## src/sv/bpgc_pkg.sv

```systemverilog
// ----------------------------------------------------------------------------
// bpgc_pkg
// shared types, register codes and reset values of the press classifier
// ----------------------------------------------------------------------------
package bpgc_pkg;

    localparam int TIME_W          = 32;
    localparam int CFG_W           = 16;
    localparam int CFG_IDX_W       = 2;
    localparam int NUM_BUTTONS_DEF = 2;

    localparam logic [CFG_IDX_W-1:0] REG_LONG_PRESS = 2'd0;
    localparam logic [CFG_IDX_W-1:0] REG_DOUBLE_TAP = 2'd1;
    localparam logic [CFG_IDX_W-1:0] REG_HOLDOFF    = 2'd2;

    localparam logic [CFG_W-1:0] LONG_PRESS_RST = 16'd500;
    localparam logic [CFG_W-1:0] DOUBLE_TAP_RST = 16'd300;
    localparam logic [CFG_W-1:0] HOLDOFF_RST    = 16'd1000;

    typedef struct packed {
        logic [CFG_W-1:0] long_press_ms;
        logic [CFG_W-1:0] double_tap_ms;
    } lane_cfg_t;

    typedef struct packed {
        logic              update;
        logic [TIME_W-1:0] now_ms;
    } lane_cmd_t;

    typedef struct packed {
        logic long_press;
        logic double_press;
        logic short_press;
    } lane_fire_t;

endpackage

```

## src/sv/bpgc_lane.sv

```systemverilog
// ----------------------------------------------------------------------------
// bpgc_lane
// one button: edge detection, press timing and short/long/double decision
// ----------------------------------------------------------------------------
module bpgc_lane (
    input  logic                  aclk,
    input  logic                  aresetn,
    input  bpgc_pkg::lane_cfg_t   cfg,
    input  bpgc_pkg::lane_cmd_t   cmd,
    input  logic                  level,
    output bpgc_pkg::lane_fire_t  fire
);
    import bpgc_pkg::*;

    logic              prev_level_reg, prev_level_next;
    logic              tap_valid_reg, tap_valid_next;
    logic              pending_reg, pending_next;
    logic [TIME_W-1:0] press_time_reg, press_time_next;
    logic [TIME_W-1:0] last_tap_reg, last_tap_next;
    logic [TIME_W-1:0] expiry_reg, expiry_next;

    logic              rise, fall;
    logic [TIME_W-1:0] held, since_tap, since_expiry;
    logic              is_long, is_dbl, is_tap;
    logic              fire_short;

    always_comb begin
        rise         = level && !prev_level_reg;
        fall         = !level && prev_level_reg;
        held         = cmd.now_ms - press_time_reg;
        since_tap    = cmd.now_ms - last_tap_reg;
        since_expiry = cmd.now_ms - expiry_reg;

        is_long = fall && (held >= {{(TIME_W-CFG_W){1'b0}}, cfg.long_press_ms});
        is_dbl  = fall && !is_long && tap_valid_reg &&
                  (since_tap <= {{(TIME_W-CFG_W){1'b0}}, cfg.double_tap_ms});
        is_tap  = fall && !is_long && !is_dbl;

        // new tap fires at once only with a zero window
        if (is_tap) begin
            fire_short = (cfg.double_tap_ms == '0);
        end else begin
            fire_short = pending_reg && !is_dbl && !since_expiry[TIME_W-1];
        end

        prev_level_next = level;
        press_time_next = rise ? cmd.now_ms : press_time_reg;
        tap_valid_next  = tap_valid_reg;
        last_tap_next   = last_tap_reg;
        expiry_next     = expiry_reg;
        pending_next    = pending_reg;

        if (is_dbl) begin
            tap_valid_next = 1'b0;
            last_tap_next  = '0;
            pending_next   = 1'b0;
        end else if (is_tap) begin
            tap_valid_next = 1'b1;
            last_tap_next  = cmd.now_ms;
            pending_next   = 1'b1;
            expiry_next    = cmd.now_ms + {{(TIME_W-CFG_W){1'b0}}, cfg.double_tap_ms};
        end
        if (fire_short) begin
            pending_next = 1'b0;
        end

        fire.long_press   = cmd.update && is_long;
        fire.double_press = cmd.update && is_dbl;
        fire.short_press  = cmd.update && fire_short;
    end

    always_ff @(posedge aclk) begin
        if (!aresetn) begin
            prev_level_reg <= 1'b0;
            tap_valid_reg  <= 1'b0;
            pending_reg    <= 1'b0;
        end else if (cmd.update) begin
            prev_level_reg <= prev_level_next;
            tap_valid_reg  <= tap_valid_next;
            pending_reg    <= pending_next;
        end
    end

    always_ff @(posedge aclk) begin
        if (cmd.update) begin
            press_time_reg <= press_time_next;
            last_tap_reg   <= last_tap_next;
            expiry_reg     <= expiry_next;
        end
    end

endmodule

```

## src/sv/bpgc_merge.sv

```systemverilog
// ----------------------------------------------------------------------------
// bpgc_merge
// gathers lane decisions into masks and holds the result item for the sink
// ----------------------------------------------------------------------------
module bpgc_merge #(
    parameter int NUM_BUTTONS = bpgc_pkg::NUM_BUTTONS_DEF
) (
    input  logic                       aclk,
    input  logic                       aresetn,
    input  logic                       load,
    input  bpgc_pkg::lane_fire_t       fire [NUM_BUTTONS],
    input  logic                       m_ready,
    output logic                       m_valid,
    output logic [NUM_BUTTONS-1:0]     m_long_mask,
    output logic [NUM_BUTTONS-1:0]     m_double_mask,
    output logic [NUM_BUTTONS-1:0]     m_short_mask
);
    import bpgc_pkg::*;

    logic                   valid_reg, valid_next;
    logic [NUM_BUTTONS-1:0] long_reg, long_next;
    logic [NUM_BUTTONS-1:0] double_reg, double_next;
    logic [NUM_BUTTONS-1:0] short_reg, short_next;

    always_comb begin
        for (int i = 0; i < NUM_BUTTONS; i++) begin
            long_next[i]   = fire[i].long_press;
            double_next[i] = fire[i].double_press;
            short_next[i]  = fire[i].short_press;
        end
        if (load) begin
            valid_next = 1'b1;
        end else if (m_ready) begin
            valid_next = 1'b0;
        end else begin
            valid_next = valid_reg;
        end
    end

    always_ff @(posedge aclk) begin
        if (!aresetn) begin
            valid_reg <= 1'b0;
        end else begin
            valid_reg <= valid_next;
        end
    end

    always_ff @(posedge aclk) begin
        if (load) begin
            long_reg   <= long_next;
            double_reg <= double_next;
            short_reg  <= short_next;
        end
    end

    assign m_valid       = valid_reg;
    assign m_long_mask   = long_reg;
    assign m_double_mask = double_reg;
    assign m_short_mask  = short_reg;

endmodule

```

## src/sv/button_press_gesture_classifier.sv

```systemverilog
// ----------------------------------------------------------------------------
// button_press_gesture_classifier
// short, long and double press detection for a bank of debounced buttons
// ----------------------------------------------------------------------------
// input item: s_now_ms (ms timestamp, wraps at 32 bits) and s_pressed_levels,
// one bit per button. every item gives exactly one result item carrying the
// long, double and short press masks fired by that item.
// latency: the result is valid in the cycle after the item is taken.
// throughput: one item per cycle; each button has its own lane of compares
// and timing registers, and one output register collects the lane masks.
// s_ready is high while the output register is empty or being taken, so a
// stalled sink holds the result and blocks only the next item.
// the first item sets the start time; items less than holdoff_ms after it
// change nothing and give all-zero masks.
// configuration: cfg_wr_en writes the low 16 bits of cfg_wdata into register
// cfg_index (0 long press, 1 double tap, 2 holdoff); other indexes are ignored.
// write only while no item is in flight.
// reset (aresetn low, synchronous): registers return to 500/300/1000 ms, all
// buttons released, nothing pending, output empty.
// ----------------------------------------------------------------------------
module button_press_gesture_classifier #(
    parameter int NUM_BUTTONS = bpgc_pkg::NUM_BUTTONS_DEF
) (
    input  logic                              aclk,
    input  logic                              aresetn,
    input  logic                              cfg_wr_en,
    input  logic [bpgc_pkg::CFG_IDX_W-1:0]    cfg_index,
    input  logic [bpgc_pkg::CFG_W-1:0]        cfg_wdata,
    input  logic                              s_valid,
    output logic                              s_ready,
    input  logic [bpgc_pkg::TIME_W-1:0]       s_now_ms,
    input  logic [NUM_BUTTONS-1:0]            s_pressed_levels,
    output logic                              m_valid,
    input  logic                              m_ready,
    output logic [NUM_BUTTONS-1:0]            m_long_mask,
    output logic [NUM_BUTTONS-1:0]            m_double_mask,
    output logic [NUM_BUTTONS-1:0]            m_short_mask
);
    import bpgc_pkg::*;

    logic [CFG_W-1:0]  long_press_reg;
    logic [CFG_W-1:0]  double_tap_reg;
    logic [CFG_W-1:0]  holdoff_reg;
    logic              started_reg;
    logic [TIME_W-1:0] start_time_reg;

    logic              s_accept;
    logic [TIME_W-1:0] origin;
    logic [TIME_W-1:0] elapsed;
    logic              active;
    lane_cfg_t         lane_cfg;
    lane_cmd_t         lane_cmd;
    lane_fire_t        fire [NUM_BUTTONS];

    assign s_ready  = !m_valid || m_ready;
    assign s_accept = s_valid && s_ready;

    // holdoff gate
    always_comb begin
        origin  = started_reg ? start_time_reg : s_now_ms;
        elapsed = s_now_ms - origin;
        active  = elapsed >= {{(TIME_W-CFG_W){1'b0}}, holdoff_reg};

        lane_cfg.long_press_ms = long_press_reg;
        lane_cfg.double_tap_ms = double_tap_reg;
        lane_cmd.update        = s_accept && active;
        lane_cmd.now_ms        = s_now_ms;
    end

    always_ff @(posedge aclk) begin
        if (!aresetn) begin
            long_press_reg <= LONG_PRESS_RST;
            double_tap_reg <= DOUBLE_TAP_RST;
            holdoff_reg    <= HOLDOFF_RST;
        end else if (cfg_wr_en) begin
            unique case (cfg_index)
                REG_LONG_PRESS: long_press_reg <= cfg_wdata;
                REG_DOUBLE_TAP: double_tap_reg <= cfg_wdata;
                REG_HOLDOFF:    holdoff_reg    <= cfg_wdata;
                default: ;
            endcase
        end
    end

    always_ff @(posedge aclk) begin
        if (!aresetn) begin
            started_reg    <= 1'b0;
            start_time_reg <= '0;
        end else if (s_accept && !started_reg) begin
            started_reg    <= 1'b1;
            start_time_reg <= s_now_ms;
        end
    end

    for (genvar i = 0; i < NUM_BUTTONS; i++) begin : g_lane
        bpgc_lane u_lane (
            .aclk    (aclk),
            .aresetn (aresetn),
            .cfg     (lane_cfg),
            .cmd     (lane_cmd),
            .level   (s_pressed_levels[i]),
            .fire    (fire[i])
        );
    end

    bpgc_merge #(
        .NUM_BUTTONS (NUM_BUTTONS)
    ) u_merge (
        .aclk          (aclk),
        .aresetn       (aresetn),
        .load          (s_accept),
        .fire          (fire),
        .m_ready       (m_ready),
        .m_valid       (m_valid),
        .m_long_mask   (m_long_mask),
        .m_double_mask (m_double_mask),
        .m_short_mask  (m_short_mask)
    );

    a_first_item_holdoff: assert property (@(posedge aclk) disable iff (!aresetn)
        s_accept && !started_reg && holdoff_reg != '0 |=>
            m_valid && m_long_mask == '0 && m_double_mask == '0 && m_short_mask == '0)
        else $error("first item inside holdoff produced a press");

    a_started_after_item: assert property (@(posedge aclk) disable iff (!aresetn)
        s_accept |=> started_reg)
        else $error("start time not recorded");

    a_double_excludes: assert property (@(posedge aclk) disable iff (!aresetn)
        m_valid |-> (m_double_mask & m_long_mask) == '0 &&
                    (m_double_mask & m_short_mask) == '0)
        else $error("double press fired with another action on one button");

    a_stall_blocks: assert property (@(posedge aclk) disable iff (!aresetn)
        m_valid && !m_ready |-> !s_ready)
        else $error("item taken while result held");

endmodule

```

## config.mk

```make
export PLATFORM = sky130hd
export DESIGN_NAME = button_press_gesture_classifier
export DESIGN_NICKNAME = d
export VERILOG_FILES = /design/src/sv/bpgc_pkg.sv /design/src/sv/bpgc_lane.sv /design/src/sv/bpgc_merge.sv /design/src/sv/button_press_gesture_classifier.sv
export SDC_FILE = /design/constraint.sdc
export NUM_CORES = 1
export LEC_CHECK = 0
export ABC_CLOCK_PERIOD_IN_PS = 19700
export BUFFER_PORTS_ARGS = -buffer_cell sky130_fd_sc_hd__buf_2
export CAP_MARGIN = 25
export CORE_ASPECT_RATIO = 1.75
export CORE_MARGIN = 8
export CORE_UTILIZATION = 25
export CTS_BUF_LIST = sky130_fd_sc_hd__clkbuf_8
export DETAILED_ROUTE_END_ITERATION = 7
export PLACE_DENSITY = 0.43
export REMOVE_ABC_BUFFERS = 1
export SYNTH_ARGS = -nofsm -noshare
export SYNTH_HDL_FRONTEND = slang
export SYNTH_HIERARCHICAL = 1
export SYNTH_SLANG_ARGS = --single-unit
```

## constraint.sdc

```tcl
create_clock -name aclk -period 19.7 [get_ports aclk]
set_input_delay 3.94 -clock aclk [delete_from_list [all_inputs] [get_ports aclk]]
set_output_delay 3.94 -clock aclk [all_outputs]
set_load 0.05 [all_outputs]
```

==> metrics.yaml <==
synth_top_area_share: 0.224
wl_um: 102000
hold_start: "start_time_reg[23]$_SDFFE_PN0P_"
grt_pass1_wl_um: 151000
synth_edf_count: 198
crit_slowest_cell: "nor2b_4"
r2r_end: "g_lane[1].u_lane/expiry_reg[29]$_DFFE_PP_"
finalHoldViolations: 0
setup_viol: 0
skew_ps: 31.4
hold_buffers: 0
nFillCells: 11338
layout-drive-gt1-share: 0.0839
async_reset_ff_frac: 0
grt_max_degree: 62
cp-start-kind: "primary input"
nets: 3571
worstMarginPinSlew_ps: 1040
routed-via-count: 23277
io_pins: 65
fin_crit_ps: 9900
synth_area_leaders: "edfxtp_1, ha_1, dfxtp_1, inv_1, nand2_1"
status: "finished, final reports clean"
r2r_start: "started_reg$_SDFFE_PN0P_"
drc_errors: 0
place_inst: 4486
max_freq_mhz: 101
netlist_instances: 3112
via_per_inst: 5.08
post-cts-setup-buffers: 0
crit_chain: "buf_2, mux2i_1, ha_1, nand4_4, o221ai_1, o21ai_0, nand2b_1, a21o_1, a21oi_1, xnor2_1, ha_1, nand4_1, o311ai_0, nor4_1, o2111ai_1, nor4_2, a31oi_1, buf_4, nand3b_1, nor4_1, and4_2, buf_4, nor2b_4"
place_ws_ps: 8930
ir_drop_v: 0.0000391
holdWs_ps: 467
rsz0062_at_grt: "no"
ys_warn_count: 6
die_area_um2: 117000
cts_resized: 0
r2r_slack_ps: 12460
synth_cell_type_count: 113
finalInstanceArea_um2: 29500
firstDrtPassIters: 6
worst_ep_arrival_time_ps: 10180
crit_required_ps: 19980
cts_made_buffers: 50
maxCapViolations: 0
ys.flop_type: "edfxtp_1"
start_util: 0.251
setup_ws_ps: 9800
htreeDepth: 2
synth_area_leader_cell: "edfxtp_1"
ant_nets: 0
cts_tree: "done"
numPortBuffers: 64
drt_iter0_drc: 1213
powerDensity_nw_per_um2: 60.8
syn2layout_area_growth_pct: 10.9
syn_area_um2: 26600
avgRoutedWirePerCell_um: 22.3
reg2reg_depth: 23
grt_use_total: 0.169
coreArea_um2: 106000
num_rows: 158
ys_ff_latch: 286
antenna_found_initial: 3
seq_area_frac_synth: 0.290
slew_viol_final: 0
clk_path_buf_depth: 3
max_slew_margin: 0.302
fin_crit_sh: 0.502
ctsRootBufferMaster: "clkbuf_8"
die_h_um: 447
hpwl_um: 79700
max_stage_delay_ps: 940
avgSynthCellArea_um2: 8.54
cts.sinks: 286
gp_congestion: 0.890
worstSetupEndpointType: "register"
clkLatencyLatePin_ps: 690
die_w_um: 262
worstHoldPathCells: 2
path_class: "primary input to register"
grt_pass1_vias: 24038
min_to: "start_time_reg[23]$_SDFFE_PN0P_"
instances_no_fill: 4578
worst-path-max-fanout: 35
dpl-instance-area_um2: 28500
grt.overflow.total: 0
clkTransAtPathRegs_ps: 60
hold_path.class: "register to register"
fin_tns_setup_ps: 0
p_leak_nw: 12.4
## through the flow
step	power, mW	util
6_report	1.79	0.279
5_1_grt	1.90	0.279
4_1_cts	1.83	0.279
3_5_place_dp	1.23	0.269
3_3_place_gp	1.23	0.269
2_1_floorplan	1.04	-
## layout make-up
| class | count | area [µm²] | area share |
|---|---|---|---|
| clock buffers | 54 | 743 | 0.0252 |
| diodes | 1 | 2.50 | 0.0000849 |
| flip-flops and latches | 286 | 7710 | 0.261 |
| clock inverters | 37 | 235 | 0.00798 |
| inverters | 340 | 1280 | 0.0433 |
| repair buffers | 106 | 652 | 0.0221 |
| well taps | 1360 | 1700 | 0.0577 |
| multi-input cells | 2394 | 17200 | 0.582 |
## worst max-delay path: cells and delay by family
kind | cells | cell delay (ps)
and+or+nand+nor | 9 | 2080
adders and majority gates | 2 | 780
muxes | 1 | 170
buffers and inverters | 3 | 1180
AOI/OAI and AO/OA | 7 | 1750
xor gates and xnor gates | 1 | 140
## per-layer routing
metal / GRT usage / share of wire / vias up
met5: 0 / 0.00013 / -
met4: 0.126 / 0.086 / 2
met3: 0.0180 / 0.026 / 261
met2: 0.346 / 0.56 / 505
met1: 0.150 / 0.33 / 11089
li1: - / - / 11420
## worst max-delay path by stage
| stage | startpoint | to | slack, ps |
|---|---|---|---|
| final | s_now_ms[7] | g_lane[1].u_lane/expiry_reg[29]$_DFFE_PP_ | 9800 |
| after detailed placement | s_now_ms[7] | g_lane[1].u_lane/expiry_reg[19]$_DFFE_PP_ | 8930 |
| after global routing | s_now_ms[1] | g_lane[1].u_lane/expiry_reg[29]$_DFFE_PP_ | 9390 |
| after global placement | s_now_ms[7] | g_lane[1].u_lane/expiry_reg[21]$_DFFE_PP_ | 9140 |
| after CTS | s_now_ms[7] | g_lane[1].u_lane/expiry_reg[24]$_DFFE_PP_ | 9690 |
| after floorplan | s_now_ms[0] | g_lane[1].u_lane/expiry_reg[0]$_DFFE_PP_ | 9180 |
## cell usage after synthesis (all sizes together) (22+ instances only)
| library cell | number |
|---|---|
| a211oi | 32 |
| a21boi | 119 |
| a21o | 88 |
| a21oi | 217 |
| a31oi | 22 |
| and3 | 35 |
| clkbuf | 71 |
| dfxtp | 88 |
| edfxtp | 198 |
| ha | 329 |
| inv | 340 |
| mux2i | 39 |
| nand2 | 332 |
| nand2b | 40 |
| nand3 | 75 |
| nand4 | 59 |
| nor2 | 177 |
| nor2b | 58 |
| nor3 | 41 |
| nor4 | 40 |
| o211ai | 40 |
| o21a | 52 |
| o21ai | 140 |
| or3 | 26 |
| xnor2 | 96 |
| xor2 | 56 |
## logic make-up (layout without fill, tap and decap cells)
group,count (synthesis),in the layout,synth area share
simple gates,970,970,0.184
compound gates,892,892,0.233
buf+inv,432,537,0.0659
fa+ha+maj,336,336,0.160
flops,286,286,0.290
xor+xnor,152,152,0.0501
mux,44,44,0.0168
other cells,0,1,0
## power by group
part	switching [mW]	internal [mW]	total, mW
clock	0.286	0.291	0.577
sequential	0.0114	0.660	0.671
combinational	0.343	0.202	0.545
## cells in the final DEF, fill, tap and decap left out, types with 11 or more instances in the layout
| master | netlist | routed |
|---|---|---|
| xor2_1 | 56 | 56 |
| a21o_1 | 88 | 88 |
| o21a_1 | 52 | 52 |
| nor2b_1 | 56 | 55 |
| ha_1 | 329 | 329 |
| o2111ai_1 | 14 | 14 |
| inv_1 | 339 | 356 |
| a21boi_0 | 91 | 91 |
| a2111oi_0 | 14 | 14 |
| a31oi_1 | 22 | 22 |
| edfxtp_1 | 198 | 198 |
| or3_1 | 24 | 24 |
| a221oi_1 | 12 | 12 |
| and4_1 | 14 | 13 |
| dfxtp_1 | 88 | 87 |
| nand2b_1 | 40 | 39 |
| a21oi_1 | 214 | 214 |
| mux2i_1 | 39 | 39 |
| nand3_1 | 74 | 74 |
| a21boi_2 | 27 | 27 |
| and3_1 | 33 | 33 |
| nor3_1 | 41 | 41 |
| and2_1 | 16 | 16 |
| nand2_1 | 332 | 332 |
| o21bai_1 | 21 | 21 |
| buf_4 | 0 | 40 |
| buf_2 | 10 | 64 |
| a211oi_1 | 31 | 31 |
| o211ai_1 | 39 | 39 |
| clkbuf_8 | 2 | 54 |
| o31ai_1 | 19 | 19 |
| xnor2_1 | 96 | 96 |
| nor2_1 | 175 | 169 |
| o21ai_0 | 133 | 133 |
| nand4_1 | 58 | 58 |
| nor4_1 | 36 | 36 |
| clkinv_2 | 0 | 11 |
Note: power is estimated with default switching activity, not from simulation.
